### src/rtl/core/rsd_pkg.sv
`default_nettype none

package rsd_pkg;

    localparam int SAMPLE_BITS = 16;
    localparam int COUNT_BITS  = 16;

    localparam int SAMPLE_W = 16;
    localparam int STD_W    = 15;
    localparam int COUNT_W  = 16;

    localparam int MAG_BITS   = SAMPLE_BITS + 1;
    localparam int SUM_BITS   = 32;
    localparam int SUMSQ_BITS = 48;
    localparam int PROD_BITS  = 64;
    localparam int MULB_BITS  = 32;
    localparam int DEN_BITS   = 32;
    localparam int ROOT_BITS  = PROD_BITS / 2;

    localparam logic [COUNT_BITS-1:0] COUNT_MAX = '1;
    localparam logic [COUNT_BITS-1:0] MIN_VALID = COUNT_BITS'(2);

    typedef struct packed {
        logic busy;
        logic done;
    } unit_stat_t;

endpackage

`default_nettype wire

### src/rtl/core/rsd_if.sv
`default_nettype none

interface rsd_in_if;
    logic                              valid;
    logic                              ready;
    logic signed [rsd_pkg::SAMPLE_W-1:0] sample;

    modport source (output valid, output sample, input ready);
    modport sink   (input valid, input sample, output ready);
endinterface

interface rsd_out_if;
    logic                        valid;
    logic                        ready;
    logic [rsd_pkg::STD_W-1:0]   std_dev;
    logic                        dev_valid;
    logic                        saturated;
    logic [rsd_pkg::COUNT_W-1:0] sample_count;

    modport source (output valid, output std_dev, output dev_valid, output saturated,
                    output sample_count, input ready);
    modport sink   (input valid, input std_dev, input dev_valid, input saturated,
                    input sample_count, output ready);
endinterface

`default_nettype wire

### src/rtl/core/rsd_mul.sv
`default_nettype none

module rsd_mul (
    input  wire logic                            clk,
    input  wire logic                            rst_n,
    input  wire logic                            start,
    input  wire logic [rsd_pkg::PROD_BITS-1:0]   a,
    input  wire logic [rsd_pkg::MULB_BITS-1:0]   b,
    output logic      [rsd_pkg::PROD_BITS-1:0]   product,
    output rsd_pkg::unit_stat_t                  stat
);

    logic [rsd_pkg::PROD_BITS-1:0] a_reg;
    logic [rsd_pkg::MULB_BITS-1:0] b_reg;
    logic [rsd_pkg::PROD_BITS-1:0] acc_reg;
    logic                          busy_reg;
    logic                          done_reg;

    always_ff @(posedge clk or negedge rst_n)
    begin
        if (!rst_n)
        begin
            busy_reg <= 1'b0;
            done_reg <= 1'b0;
        end
        else
        begin
            done_reg <= 1'b0;
            if (start)
            begin
                busy_reg <= 1'b1;
            end
            else if (busy_reg && (b_reg == '0))
            begin
                busy_reg <= 1'b0;
                done_reg <= 1'b1;
            end
        end
    end

    always_ff @(posedge clk)
    begin
        if (start)
        begin
            a_reg   <= a;
            b_reg   <= b;
            acc_reg <= '0;
        end
        else if (busy_reg && (b_reg != '0))
        begin
            if (b_reg[0])
            begin
                acc_reg <= acc_reg + a_reg;
            end
            a_reg <= {a_reg[rsd_pkg::PROD_BITS-2:0], 1'b0};
            b_reg <= {1'b0, b_reg[rsd_pkg::MULB_BITS-1:1]};
        end
    end

    assign product   = acc_reg;
    assign stat.busy = busy_reg;
    assign stat.done = done_reg;

endmodule

`default_nettype wire

### src/rtl/core/rsd_div.sv
`default_nettype none

module rsd_div (
    input  wire logic                           clk,
    input  wire logic                           rst_n,
    input  wire logic                           start,
    input  wire logic [rsd_pkg::PROD_BITS-1:0]  dividend,
    input  wire logic [rsd_pkg::DEN_BITS-1:0]   divisor,
    output logic      [rsd_pkg::PROD_BITS-1:0]  quotient,
    output rsd_pkg::unit_stat_t                 stat
);

    localparam int CNT_W = $clog2(rsd_pkg::PROD_BITS);

    logic [rsd_pkg::PROD_BITS-1:0] quo_reg;
    logic [rsd_pkg::DEN_BITS-1:0]  rem_reg;
    logic [rsd_pkg::DEN_BITS-1:0]  den_reg;
    logic [CNT_W-1:0]              cnt_reg;
    logic                          busy_reg;
    logic                          done_reg;
    logic [rsd_pkg::DEN_BITS:0]    shifted;
    logic [rsd_pkg::DEN_BITS:0]    diff;
    logic                          fits;

    assign shifted = {rem_reg, quo_reg[rsd_pkg::PROD_BITS-1]};
    assign diff    = shifted - {1'b0, den_reg};
    assign fits    = (shifted >= {1'b0, den_reg});

    always_ff @(posedge clk or negedge rst_n)
    begin
        if (!rst_n)
        begin
            busy_reg <= 1'b0;
            done_reg <= 1'b0;
        end
        else
        begin
            done_reg <= 1'b0;
            if (start)
            begin
                busy_reg <= 1'b1;
            end
            else if (busy_reg && (cnt_reg == '0))
            begin
                busy_reg <= 1'b0;
                done_reg <= 1'b1;
            end
        end
    end

    always_ff @(posedge clk)
    begin
        if (start)
        begin
            quo_reg <= dividend;
            rem_reg <= '0;
            den_reg <= divisor;
            cnt_reg <= CNT_W'(rsd_pkg::PROD_BITS - 1);
        end
        else if (busy_reg)
        begin
            rem_reg <= fits ? diff[rsd_pkg::DEN_BITS-1:0] : shifted[rsd_pkg::DEN_BITS-1:0];
            quo_reg <= {quo_reg[rsd_pkg::PROD_BITS-2:0], fits};
            cnt_reg <= cnt_reg - CNT_W'(1);
        end
    end

    assign quotient  = quo_reg;
    assign stat.busy = busy_reg;
    assign stat.done = done_reg;

endmodule

`default_nettype wire

### src/rtl/core/rsd_sqrt.sv
`default_nettype none

module rsd_sqrt (
    input  wire logic                           clk,
    input  wire logic                           rst_n,
    input  wire logic                           start,
    input  wire logic [rsd_pkg::PROD_BITS-1:0]  radicand,
    output logic      [rsd_pkg::ROOT_BITS-1:0]  root,
    output rsd_pkg::unit_stat_t                 stat
);

    localparam int CNT_W = $clog2(rsd_pkg::ROOT_BITS);
    localparam int REM_W = rsd_pkg::ROOT_BITS + 2;
    localparam int TRY_W = REM_W + 2;

    logic [rsd_pkg::PROD_BITS-1:0] x_reg;
    logic [REM_W-1:0]              rem_reg;
    logic [rsd_pkg::ROOT_BITS-1:0] root_reg;
    logic [CNT_W-1:0]              cnt_reg;
    logic                          busy_reg;
    logic                          done_reg;
    logic [TRY_W-1:0]              rem_shift;
    logic [TRY_W-1:0]              trial;
    logic                          fits;

    assign rem_shift = {rem_reg, x_reg[rsd_pkg::PROD_BITS-1 -: 2]};
    assign trial     = {2'b00, root_reg, 2'b01};
    assign fits      = (rem_shift >= trial);

    always_ff @(posedge clk or negedge rst_n)
    begin
        if (!rst_n)
        begin
            busy_reg <= 1'b0;
            done_reg <= 1'b0;
        end
        else
        begin
            done_reg <= 1'b0;
            if (start)
            begin
                busy_reg <= 1'b1;
            end
            else if (busy_reg && (cnt_reg == '0))
            begin
                busy_reg <= 1'b0;
                done_reg <= 1'b1;
            end
        end
    end

    always_ff @(posedge clk)
    begin
        if (start)
        begin
            x_reg    <= radicand;
            rem_reg  <= '0;
            root_reg <= '0;
            cnt_reg  <= CNT_W'(rsd_pkg::ROOT_BITS - 1);
        end
        else if (busy_reg)
        begin
            rem_reg  <= fits ? REM_W'(rem_shift - trial) : REM_W'(rem_shift);
            root_reg <= {root_reg[rsd_pkg::ROOT_BITS-2:0], fits};
            x_reg    <= {x_reg[rsd_pkg::PROD_BITS-3:0], 2'b00};
            cnt_reg  <= cnt_reg - CNT_W'(1);
        end
    end

    assign root      = root_reg;
    assign stat.busy = busy_reg;
    assign stat.done = done_reg;

endmodule

`default_nettype wire

### src/rtl/core/running_standard_deviation.sv
`default_nettype none

// Channel   Dir   Interface    Payload
// in_ch     in    rsd_in_if    sample (16b signed)
// out_ch    out   rsd_out_if   std_dev (15b), dev_valid, saturated, sample_count (16b)
//
// One input transaction runs through the bit-serial shift-add multiplier (four products
// per sample once two samples are counted, else only the square), the 64-step serial
// divider and the 32-step serial square root; below two samples those two are skipped.
// Reset clears the running sum, sum of squares, sample count and both handshakes.
// A new sample is taken as soon as the previous result sits in the output register;
// a stalled output holds the finished result and delays the next completion and the next take.

module running_standard_deviation (
    input wire logic   clk,
    input wire logic   rst_n,
    rsd_in_if.sink     in_ch,
    rsd_out_if.source  out_ch
);

    typedef enum logic [8:0] {
        S_IDLE = 9'b000000001,
        S_SQ   = 9'b000000010,
        S_LHS  = 9'b000000100,
        S_SUM2 = 9'b000001000,
        S_NN   = 9'b000010000,
        S_DIV  = 9'b000100000,
        S_SQRT = 9'b001000000,
        S_DONE = 9'b010000000,
        S_HOLD = 9'b100000000
    } state_t;

    state_t state_reg;
    state_t state_next;
    logic   go_reg;

    logic [rsd_pkg::MAG_BITS-1:0]   mag_reg;
    logic                           neg_reg;
    logic                           sat_reg;
    logic [rsd_pkg::SUM_BITS-1:0]   sum_reg;
    logic [rsd_pkg::SUMSQ_BITS-1:0] sumsq_reg;
    logic [rsd_pkg::COUNT_BITS-1:0] count_reg;
    logic [rsd_pkg::PROD_BITS-1:0]  num_reg;
    logic [rsd_pkg::DEN_BITS-1:0]   den_reg;
    logic [rsd_pkg::STD_W-1:0]      std_res_reg;
    logic                           vld_res_reg;

    logic                           out_valid_reg;
    logic [rsd_pkg::STD_W-1:0]      std_dev_reg;
    logic                           dev_valid_reg;
    logic                           sat_out_reg;
    logic [rsd_pkg::COUNT_BITS-1:0] count_out_reg;

    logic                           in_fire;
    logic                           out_fire;
    logic [rsd_pkg::SAMPLE_BITS-1:0] sample_raw;
    logic [rsd_pkg::MAG_BITS-1:0]   sample_ext;
    logic [rsd_pkg::MAG_BITS-1:0]   sample_mag;
    logic [rsd_pkg::COUNT_BITS-1:0] count_after;
    logic [rsd_pkg::SUM_BITS-1:0]   abs_sum;

    logic [rsd_pkg::PROD_BITS-1:0]  mul_a;
    logic [rsd_pkg::MULB_BITS-1:0]  mul_b;
    logic [rsd_pkg::PROD_BITS-1:0]  mul_p;
    logic                           mul_start;
    rsd_pkg::unit_stat_t            mul_stat;
    logic [rsd_pkg::PROD_BITS-1:0]  div_q;
    rsd_pkg::unit_stat_t            div_stat;
    logic [rsd_pkg::ROOT_BITS-1:0]  sqrt_root;
    rsd_pkg::unit_stat_t            sqrt_stat;

    assign in_fire  = in_ch.valid && in_ch.ready;
    assign out_fire = out_ch.valid && out_ch.ready;

    assign sample_raw  = rsd_pkg::SAMPLE_BITS'(in_ch.sample);
    assign sample_ext  = {sample_raw[rsd_pkg::SAMPLE_BITS-1], sample_raw};
    assign sample_mag  = sample_raw[rsd_pkg::SAMPLE_BITS-1] ? (-sample_ext) : sample_ext;
    assign count_after = sat_reg ? count_reg : (count_reg + rsd_pkg::COUNT_BITS'(1));
    assign abs_sum     = sum_reg[rsd_pkg::SUM_BITS-1] ? (-sum_reg) : sum_reg;

    always_comb
    begin
        mul_a = '0;
        mul_b = '0;
        unique case (state_reg)
            S_SQ:
            begin
                mul_a = rsd_pkg::PROD_BITS'(mag_reg);
                mul_b = rsd_pkg::MULB_BITS'(mag_reg);
            end
            S_LHS:
            begin
                mul_a = rsd_pkg::PROD_BITS'(sumsq_reg);
                mul_b = rsd_pkg::MULB_BITS'(count_reg);
            end
            S_SUM2:
            begin
                mul_a = rsd_pkg::PROD_BITS'(abs_sum);
                mul_b = rsd_pkg::MULB_BITS'(abs_sum);
            end
            S_NN:
            begin
                mul_a = rsd_pkg::PROD_BITS'(count_reg);
                mul_b = rsd_pkg::MULB_BITS'(count_reg);
            end
            default:
            begin
                mul_a = '0;
                mul_b = '0;
            end
        endcase
    end

    assign mul_start = go_reg && ((state_reg == S_SQ) || (state_reg == S_LHS) ||
                                  (state_reg == S_SUM2) || (state_reg == S_NN));

    rsd_mul u_mul (
        .clk     (clk),
        .rst_n   (rst_n),
        .start   (mul_start),
        .a       (mul_a),
        .b       (mul_b),
        .product (mul_p),
        .stat    (mul_stat)
    );

    rsd_div u_div (
        .clk      (clk),
        .rst_n    (rst_n),
        .start    (go_reg && (state_reg == S_DIV)),
        .dividend (num_reg),
        .divisor  (den_reg),
        .quotient (div_q),
        .stat     (div_stat)
    );

    rsd_sqrt u_sqrt (
        .clk      (clk),
        .rst_n    (rst_n),
        .start    (go_reg && (state_reg == S_SQRT)),
        .radicand (num_reg),
        .root     (sqrt_root),
        .stat     (sqrt_stat)
    );

    always_comb
    begin
        state_next = state_reg;
        unique case (state_reg)
            S_IDLE:
            begin
                if (in_fire)
                begin
                    state_next = S_SQ;
                end
            end
            S_SQ:
            begin
                if (mul_stat.done)
                begin
                    state_next = (count_after >= rsd_pkg::MIN_VALID) ? S_LHS : S_DONE;
                end
            end
            S_LHS:
            begin
                if (mul_stat.done)
                begin
                    state_next = S_SUM2;
                end
            end
            S_SUM2:
            begin
                if (mul_stat.done)
                begin
                    state_next = S_NN;
                end
            end
            S_NN:
            begin
                if (mul_stat.done)
                begin
                    state_next = S_DIV;
                end
            end
            S_DIV:
            begin
                if (div_stat.done)
                begin
                    state_next = S_SQRT;
                end
            end
            S_SQRT:
            begin
                if (sqrt_stat.done)
                begin
                    state_next = S_DONE;
                end
            end
            S_DONE:
            begin
                state_next = S_HOLD;
            end
            S_HOLD:
            begin
                if (!out_valid_reg || out_ch.ready)
                begin
                    state_next = S_IDLE;
                end
            end
            default:
            begin
                state_next = S_IDLE;
            end
        endcase
    end

    always_ff @(posedge clk or negedge rst_n)
    begin
        if (!rst_n)
        begin
            state_reg     <= S_IDLE;
            go_reg        <= 1'b0;
            sum_reg       <= '0;
            sumsq_reg     <= '0;
            count_reg     <= '0;
            out_valid_reg <= 1'b0;
        end
        else
        begin
            state_reg <= state_next;
            go_reg    <= (state_next != state_reg);
            if ((state_reg == S_SQ) && mul_stat.done && !sat_reg)
            begin
                sum_reg   <= neg_reg ? (sum_reg - rsd_pkg::SUM_BITS'(mag_reg))
                                     : (sum_reg + rsd_pkg::SUM_BITS'(mag_reg));
                sumsq_reg <= sumsq_reg + mul_p[rsd_pkg::SUMSQ_BITS-1:0];
                count_reg <= count_after;
            end
            if ((state_reg == S_HOLD) && (state_next == S_IDLE))
            begin
                out_valid_reg <= 1'b1;
            end
            else if (out_fire)
            begin
                out_valid_reg <= 1'b0;
            end
        end
    end

    always_ff @(posedge clk)
    begin
        if (in_fire)
        begin
            mag_reg <= sample_mag;
            neg_reg <= sample_raw[rsd_pkg::SAMPLE_BITS-1];
            sat_reg <= (count_reg == rsd_pkg::COUNT_MAX);
        end
        if ((state_reg == S_SQ) && mul_stat.done)
        begin
            std_res_reg <= '0;
            vld_res_reg <= 1'b0;
        end
        if ((state_reg == S_LHS) && mul_stat.done)
        begin
            num_reg <= mul_p;
        end
        if ((state_reg == S_SUM2) && mul_stat.done)
        begin
            num_reg <= (num_reg > mul_p) ? (num_reg - mul_p) : '0;
        end
        if ((state_reg == S_NN) && mul_stat.done)
        begin
            den_reg <= mul_p[rsd_pkg::DEN_BITS-1:0];
        end
        if ((state_reg == S_DIV) && div_stat.done)
        begin
            num_reg <= div_q;
        end
        if ((state_reg == S_SQRT) && sqrt_stat.done)
        begin
            std_res_reg <= (|sqrt_root[rsd_pkg::ROOT_BITS-1:rsd_pkg::STD_W]) ? '1
                           : sqrt_root[rsd_pkg::STD_W-1:0];
            vld_res_reg <= 1'b1;
        end
        if ((state_reg == S_HOLD) && (state_next == S_IDLE))
        begin
            std_dev_reg   <= std_res_reg;
            dev_valid_reg <= vld_res_reg;
            sat_out_reg   <= sat_reg;
            count_out_reg <= count_reg;
        end
    end

    assign in_ch.ready         = (state_reg == S_IDLE);
    assign out_ch.valid        = out_valid_reg;
    assign out_ch.std_dev      = std_dev_reg;
    assign out_ch.dev_valid    = dev_valid_reg;
    assign out_ch.saturated    = sat_out_reg;
    assign out_ch.sample_count = rsd_pkg::COUNT_W'(count_out_reg);

    a_valid_count: assert property (@(posedge clk) disable iff (!rst_n)
        out_ch.valid |-> (out_ch.dev_valid == (out_ch.sample_count >= rsd_pkg::COUNT_W'(2))))
        else $error("dev_valid disagrees with sample_count");

    a_zero_when_invalid: assert property (@(posedge clk) disable iff (!rst_n)
        (out_ch.valid && !out_ch.dev_valid) |-> (out_ch.std_dev == '0))
        else $error("std_dev nonzero without a valid deviation");

    a_sat_full: assert property (@(posedge clk) disable iff (!rst_n)
        (out_ch.valid && out_ch.saturated) |->
            (out_ch.sample_count == rsd_pkg::COUNT_W'(rsd_pkg::COUNT_MAX)))
        else $error("saturated reported below the full count");

    a_one_unit: assert property (@(posedge clk) disable iff (!rst_n)
        $onehot0({mul_stat.busy, div_stat.busy, sqrt_stat.busy}))
        else $error("more than one arithmetic unit busy");

    a_count_monotonic: assert property (@(posedge clk) disable iff (!rst_n)
        (count_reg != $past(count_reg)) |->
            (count_reg == ($past(count_reg) + rsd_pkg::COUNT_BITS'(1))))
        else $error("sample count moved by other than one");

endmodule

`default_nettype wire
### src/flat_wrapper.sv
// flat-port wrapper written by rule: the top's interface ports become plain ports
module running_standard_deviation_flat 
  (clk, rst_n, in_ch_valid, in_ch_sample, in_ch_ready, out_ch_valid, out_ch_std_dev, out_ch_dev_valid, out_ch_saturated, out_ch_sample_count, out_ch_ready);
  rsd_in_if in_ch_i ();
  rsd_out_if out_ch_i ();
  input wire logic clk;
  input wire logic rst_n;
  input wire logic [$bits(in_ch_i.valid)-1:0] in_ch_valid;
  input wire logic [$bits(in_ch_i.sample)-1:0] in_ch_sample;
  output wire logic [$bits(in_ch_i.ready)-1:0] in_ch_ready;
  output wire logic [$bits(out_ch_i.valid)-1:0] out_ch_valid;
  output wire logic [$bits(out_ch_i.std_dev)-1:0] out_ch_std_dev;
  output wire logic [$bits(out_ch_i.dev_valid)-1:0] out_ch_dev_valid;
  output wire logic [$bits(out_ch_i.saturated)-1:0] out_ch_saturated;
  output wire logic [$bits(out_ch_i.sample_count)-1:0] out_ch_sample_count;
  input wire logic [$bits(out_ch_i.ready)-1:0] out_ch_ready;
  assign in_ch_i.valid = in_ch_valid;
  assign in_ch_i.sample = in_ch_sample;
  assign in_ch_ready = in_ch_i.ready;
  assign out_ch_valid = out_ch_i.valid;
  assign out_ch_std_dev = out_ch_i.std_dev;
  assign out_ch_dev_valid = out_ch_i.dev_valid;
  assign out_ch_saturated = out_ch_i.saturated;
  assign out_ch_sample_count = out_ch_i.sample_count;
  assign out_ch_i.ready = out_ch_ready;
  running_standard_deviation u_core (.clk(clk), .rst_n(rst_n), .in_ch(in_ch_i), .out_ch(out_ch_i));
endmodule
### config.mk
export PLATFORM = sky130hd
export DESIGN_NAME = running_standard_deviation_flat
export DESIGN_NICKNAME = d
export VERILOG_FILES = /design/src/rtl/core/rsd_pkg.sv /design/src/rtl/core/rsd_if.sv /design/src/rtl/core/rsd_mul.sv /design/src/rtl/core/rsd_div.sv /design/src/rtl/core/rsd_sqrt.sv /design/src/rtl/core/running_standard_deviation.sv /design/src/flat_wrapper.sv
export SDC_FILE = /design/constraint.sdc
export NUM_CORES = 2
export LEC_CHECK = 0
export ABC_AREA = 1
export ABC_CLOCK_PERIOD_IN_PS = 5700
export BUFFER_PORTS_ARGS = -buffer_cell sky130_fd_sc_hd__buf_2
export CORE_MARGIN = 2
export CORE_UTILIZATION = 50
export DETAILED_ROUTE_END_ITERATION = 6
export HOLD_SLACK_MARGIN = 0.06
export PLACE_DENSITY_LB_ADDON = 0.15
export SLEW_MARGIN = 10
export SYNTH_ARGS = -nofsm -noshare
export SYNTH_HDL_FRONTEND = slang
export SYNTH_SLANG_ARGS = --single-unit
### constraint.sdc
create_clock -name clk -period 5.7 [get_ports clk]
set_clock_uncertainty 0.1 [all_clocks]
set_input_delay 0.57 -clock clk [delete_from_list [all_inputs] [get_ports clk]]
set_output_delay 0.57 -clock clk [all_outputs]
set_load 0.03 [all_outputs]
==> run_results.csv <==
group,metric,value,unit
power_and_ir_drop,swShare,0.459,
worst_hold_path,hold_path_class,"input port to flop",
global_routing,grt_busiest_layer,"met2",
floorplanning,die_area,0.101,mm2
synthesis,synth_edf_count,419,
worst_setup_path,cp_data_required_time,5910,ps
routing,antenna_left,0,
timing,finalSetupTns,0,ps
clock_tree,cts_hold_buf,2,
synthesis,synth_cell_types,68,
global_routing,grt_pass1_vias,43400,
synthesis,postSynthCellCount,6828,
power_and_ir_drop,p_leak,24.7,nW
global_routing,grt_util_met2,0.509,
worst_setup_path,critical_path_class,"flop to flop",
clock_tree,cts.sinks,706,
floorplanning,rows,115,
power_and_ir_drop,ir_worst_vdd,0.261,mV
final_layout,utilization,0.548,
worst_setup_path,path_buf_inv,4,
timing,finalSetupViolCount,0,
global_routing,grt_pass1_wl,257000,um
clock_tree,cts_buffers,82,
synthesis,syn_area,0.0493,mm2
worst_setup_path,critPathArrivalTime,4440,ps
clock_tree,clk_latency,680,ps
floorplanning,ios,55,
global_routing,grt_use_total,0.326,
routing,drt_wl_total,168000,um
timing,finalHoldViolCount,0,
clock_tree,ctsResizeCount,0,
synthesis,synthFlopType,"edfxtp_1",
routing,drtIter0Drc,4713,
clock_tree,post_cts_buffers,0,
synthesis,ys_ff_latch,706,
timing,tightest_slew,1260,ps
synthesis,synthTopCellsByArea,"edfxtp_1 26%, nand2_1 12%, inv_1 7.4%",
clock_tree,clk_path_buf_depth,3,
global_routing,antenna_found_initial,0,
synthesis,synth_warnings,0,
final_layout,final_cell_area,0.0537,mm2
clock_tree,cts_root_buffer,"clkbuf_16",
synthesis,synth_fp_nets,7130,
worst_setup_path,critPathLaunchType,"flop",
power_and_ir_drop,power.switching,11.5,mW
routing,first_pass_iters,7,
floorplanning,core,0.0980,mm2
timing,finalMaxSlewViolations,0,
final_layout,layout-drive-gt1-share,0.0501,
global_routing,overflow,0,
timing,fmaxAchievable,236,MHz
clock_tree,cts_tree,"built",
global_routing,met1_usage,0.475,
power_and_ir_drop,pwr-share-clk,0.227,
status,outcome,"complete, no violations",
worst_setup_path,worst-path-max-fanout,55,
clock_tree,clk_pin_slew,60,ps
synthesis,avgSynthCellArea,7.21,um2
power_and_ir_drop,internal_power,13.5,mW
synthesis,synthArstFlopShare,0.160,
final_layout,antenna_cells,0,
synthesis,synth_top_area_share,0.255,
power_and_ir_drop,power_frac_comb,0.481,
floorplanning,fp.dieW,318,um
placed_design,dp_hpwl,133000,um
synthesis,synth_top_area_cell,"edfxtp_1",
global_routing,grt_max_degree,134,
routing,vias,46500,
timing,fin_crit_sh,0.742,
placed_design,postPlaceCellArea,0.0509,mm2
worst_setup_path,cp-end-kind,"flop",
final_layout,area_growth,9.10,%
floorplanning,die_h,318,um
worst_setup_path,cp_top_family,"simple AND/OR/NAND/NOR gates",
global_routing,use_met3,0.0445,
synthesis,ys_seq_area_frac,0.384,
worst_setup_path,crit_top_cell,"inv_2",
worst_setup_path,slowest_delay,590,ps
routing,wire_per_inst,20.5,um
routing,drc_errors,0,
flow_run,cap_violations,0,
timing,slew_headroom,0.160,
final_layout,nNetsFinal,7158,
placed_design,io_buffers,54,
worst_setup_path,slowest_stage,"buf_4",
placed_design,gp_congestion,1.07,
power_and_ir_drop,p_seq_frac,0.292,
timing,rsz0062_at_grt,"false",
clock_tree,h-tree-depth,3,
final_layout,fill_cells,9690,
floorplanning,initial_core_util,0.503,
power_and_ir_drop,power.density,465,mW/mm2
worst_setup_path,crit_chain,"inv_2, nand3_1, nor2_4, inv_2, nand2_1, nor2_2, nor2_8, inv_4, nand2_4, buf_4",
timing,period_needed,4230,ps
routing,viasPerCell,5.66,
==> per-layer routing <==
| layer | up-vias | part of all wire |
|---|---|---|
| met2 | 1734 | 0.44 |
| met3 | 245 | 0.080 |
| met4 | 0 | 0.024 |
| met1 | 21800 | 0.45 |
| met5 | - | 0 |
| li1 | 22700 | - |
==> layout by cell type (no fill, tap or decap), types with 18 or more instances in the layout <==
| cell type | n |
|---|---|
| nor2_2 | 20 |
| buf_2 | 53 |
| a31oi_1 | 41 |
| o21ai_1 | 56 |
| buf_4 | 46 |
| nand2_1 | 1617 |
| edfxtp_1 | 419 |
| nor3_1 | 63 |
| clkbuf_1 | 21 |
| xor2_1 | 100 |
| nor4_1 | 36 |
| nor2_1 | 731 |
| o21ai_0 | 542 |
| a21oi_1 | 542 |
| nand3_1 | 419 |
| inv_2 | 27 |
| nand3b_1 | 32 |
| ha_1 | 277 |
| dfxtp_1 | 174 |
| o21bai_1 | 37 |
| clkbuf_16 | 86 |
| xnor2_1 | 89 |
| a21boi_0 | 18 |
| or2_2 | 26 |
| o211ai_1 | 18 |
| nand4_1 | 62 |
| o21a_1 | 34 |
| dfrtp_1 | 112 |
| o22ai_1 | 34 |
| a22oi_1 | 18 |
| a21o_1 | 44 |
| inv_1 | 972 |
==> metrics by stage <==
| stage | worst slack [ps] | std cells | hold WS [ps] | power (mW) |
|---|---|---|---|---|
| detailed placement | 1540 | 8057 | 305 | 18.9 |
| floorplan | 1390 | 6828 | 174 | 14.9 |
| finish | 1470 | 8212 | 135 | 25.0 |
| CTS | 1520 | 8212 | 103 | 24.7 |
| global placement | 1640 | 8057 | 303 | 18.9 |
| global route | 1150 | 8212 | 131 | 26.5 |
==> cell usage after synthesis (26+ instances only) <==
| master | instances |
|---|---|
| a21o_1 | 44 |
| a21oi_1 | 542 |
| a31oi_1 | 41 |
| buf_2 | 50 |
| clkbuf_1 | 85 |
| dfrtp_1 | 112 |
| dfxtp_1 | 174 |
| edfxtp_1 | 419 |
| ha_1 | 277 |
| inv_1 | 972 |
| inv_2 | 28 |
| nand2_1 | 1619 |
| nand3_1 | 421 |
| nand3b_1 | 32 |
| nand4_1 | 62 |
| nor2_1 | 735 |
| nor3_1 | 63 |
| nor4_1 | 36 |
| o21a_1 | 34 |
| o21ai_0 | 542 |
| o21ai_1 | 56 |
| o21bai_1 | 37 |
| o22ai_1 | 34 |
| or2_2 | 26 |
| xnor2_1 | 89 |
| xor2_1 | 100 |
==> cells by family after synthesis <==
| kind of cell | Yosys count | share of synthesized area |
|---|---|---|
| AOI/OAI and AO/OA | 1435 | 0.160 |
| buffers and inverters | 1165 | 0.0916 |
| xor gates and xnor gates | 189 | 0.0336 |
| adders and majority gates | 282 | 0.0724 |
| DFF | 706 | 0.384 |
| and+or+nand+nor | 3050 | 0.259 |
| other | 1 | 0.0000761 |
==> final timing paths <==
kind | start | to | slack [ps] | cells past startpoint
min reg2reg | u_core.std_res_reg[7] | u_core.out_ch.std_dev[7] | 290 | 0
min | out_ch_ready | u_core.out_ch.valid | 140 | 4
max reg2reg | u_core.state_reg[8] | u_core.u_mul.a_reg[61] | 1470 | 10
max in group asynchronous | rst_n | u_core.sum_reg[2] | 3600 | 3
min in group asynchronous | rst_n | u_core.sumsq_reg[36] | 420 | 2
max | u_core.state_reg[8] | u_core.u_mul.a_reg[61] | 1470 | 10
==> power by group through the flow <==
stage / Combinational (mW) / Sequential [mW] / Clock, mW
after floorplan: 8.04 / 6.88 / 0
after global placement: 11.6 / 7.31 / 0
after detailed placement: 11.6 / 7.33 / 0
after CTS: 11.7 / 7.23 / 5.76
after global routing: 13.2 / 7.31 / 5.95
final: 12.0 / 7.29 / 5.68
==> worst min-delay path, cell delays in order <==
cell and delay (ps):
buf_2 110, nor2_1 60, inv_1 80, nand2_1 50
==> final cells by class <==
| class | count | area, um2 | area share |
|---|---|---|---|
| multi-input cells | 4957 | 25900 | 0.482 |
| clock inverters | 40 | 558 | 0.0104 |
| inverters | 1006 | 3780 | 0.0704 |
| clock buffers | 113 | 2310 | 0.0430 |
| flip-flops and latches | 706 | 18900 | 0.352 |
| repair buffers | 103 | 671 | 0.0125 |
| well taps | 1287 | 1610 | 0.0300 |
Power figures use the tool's default switching activity.
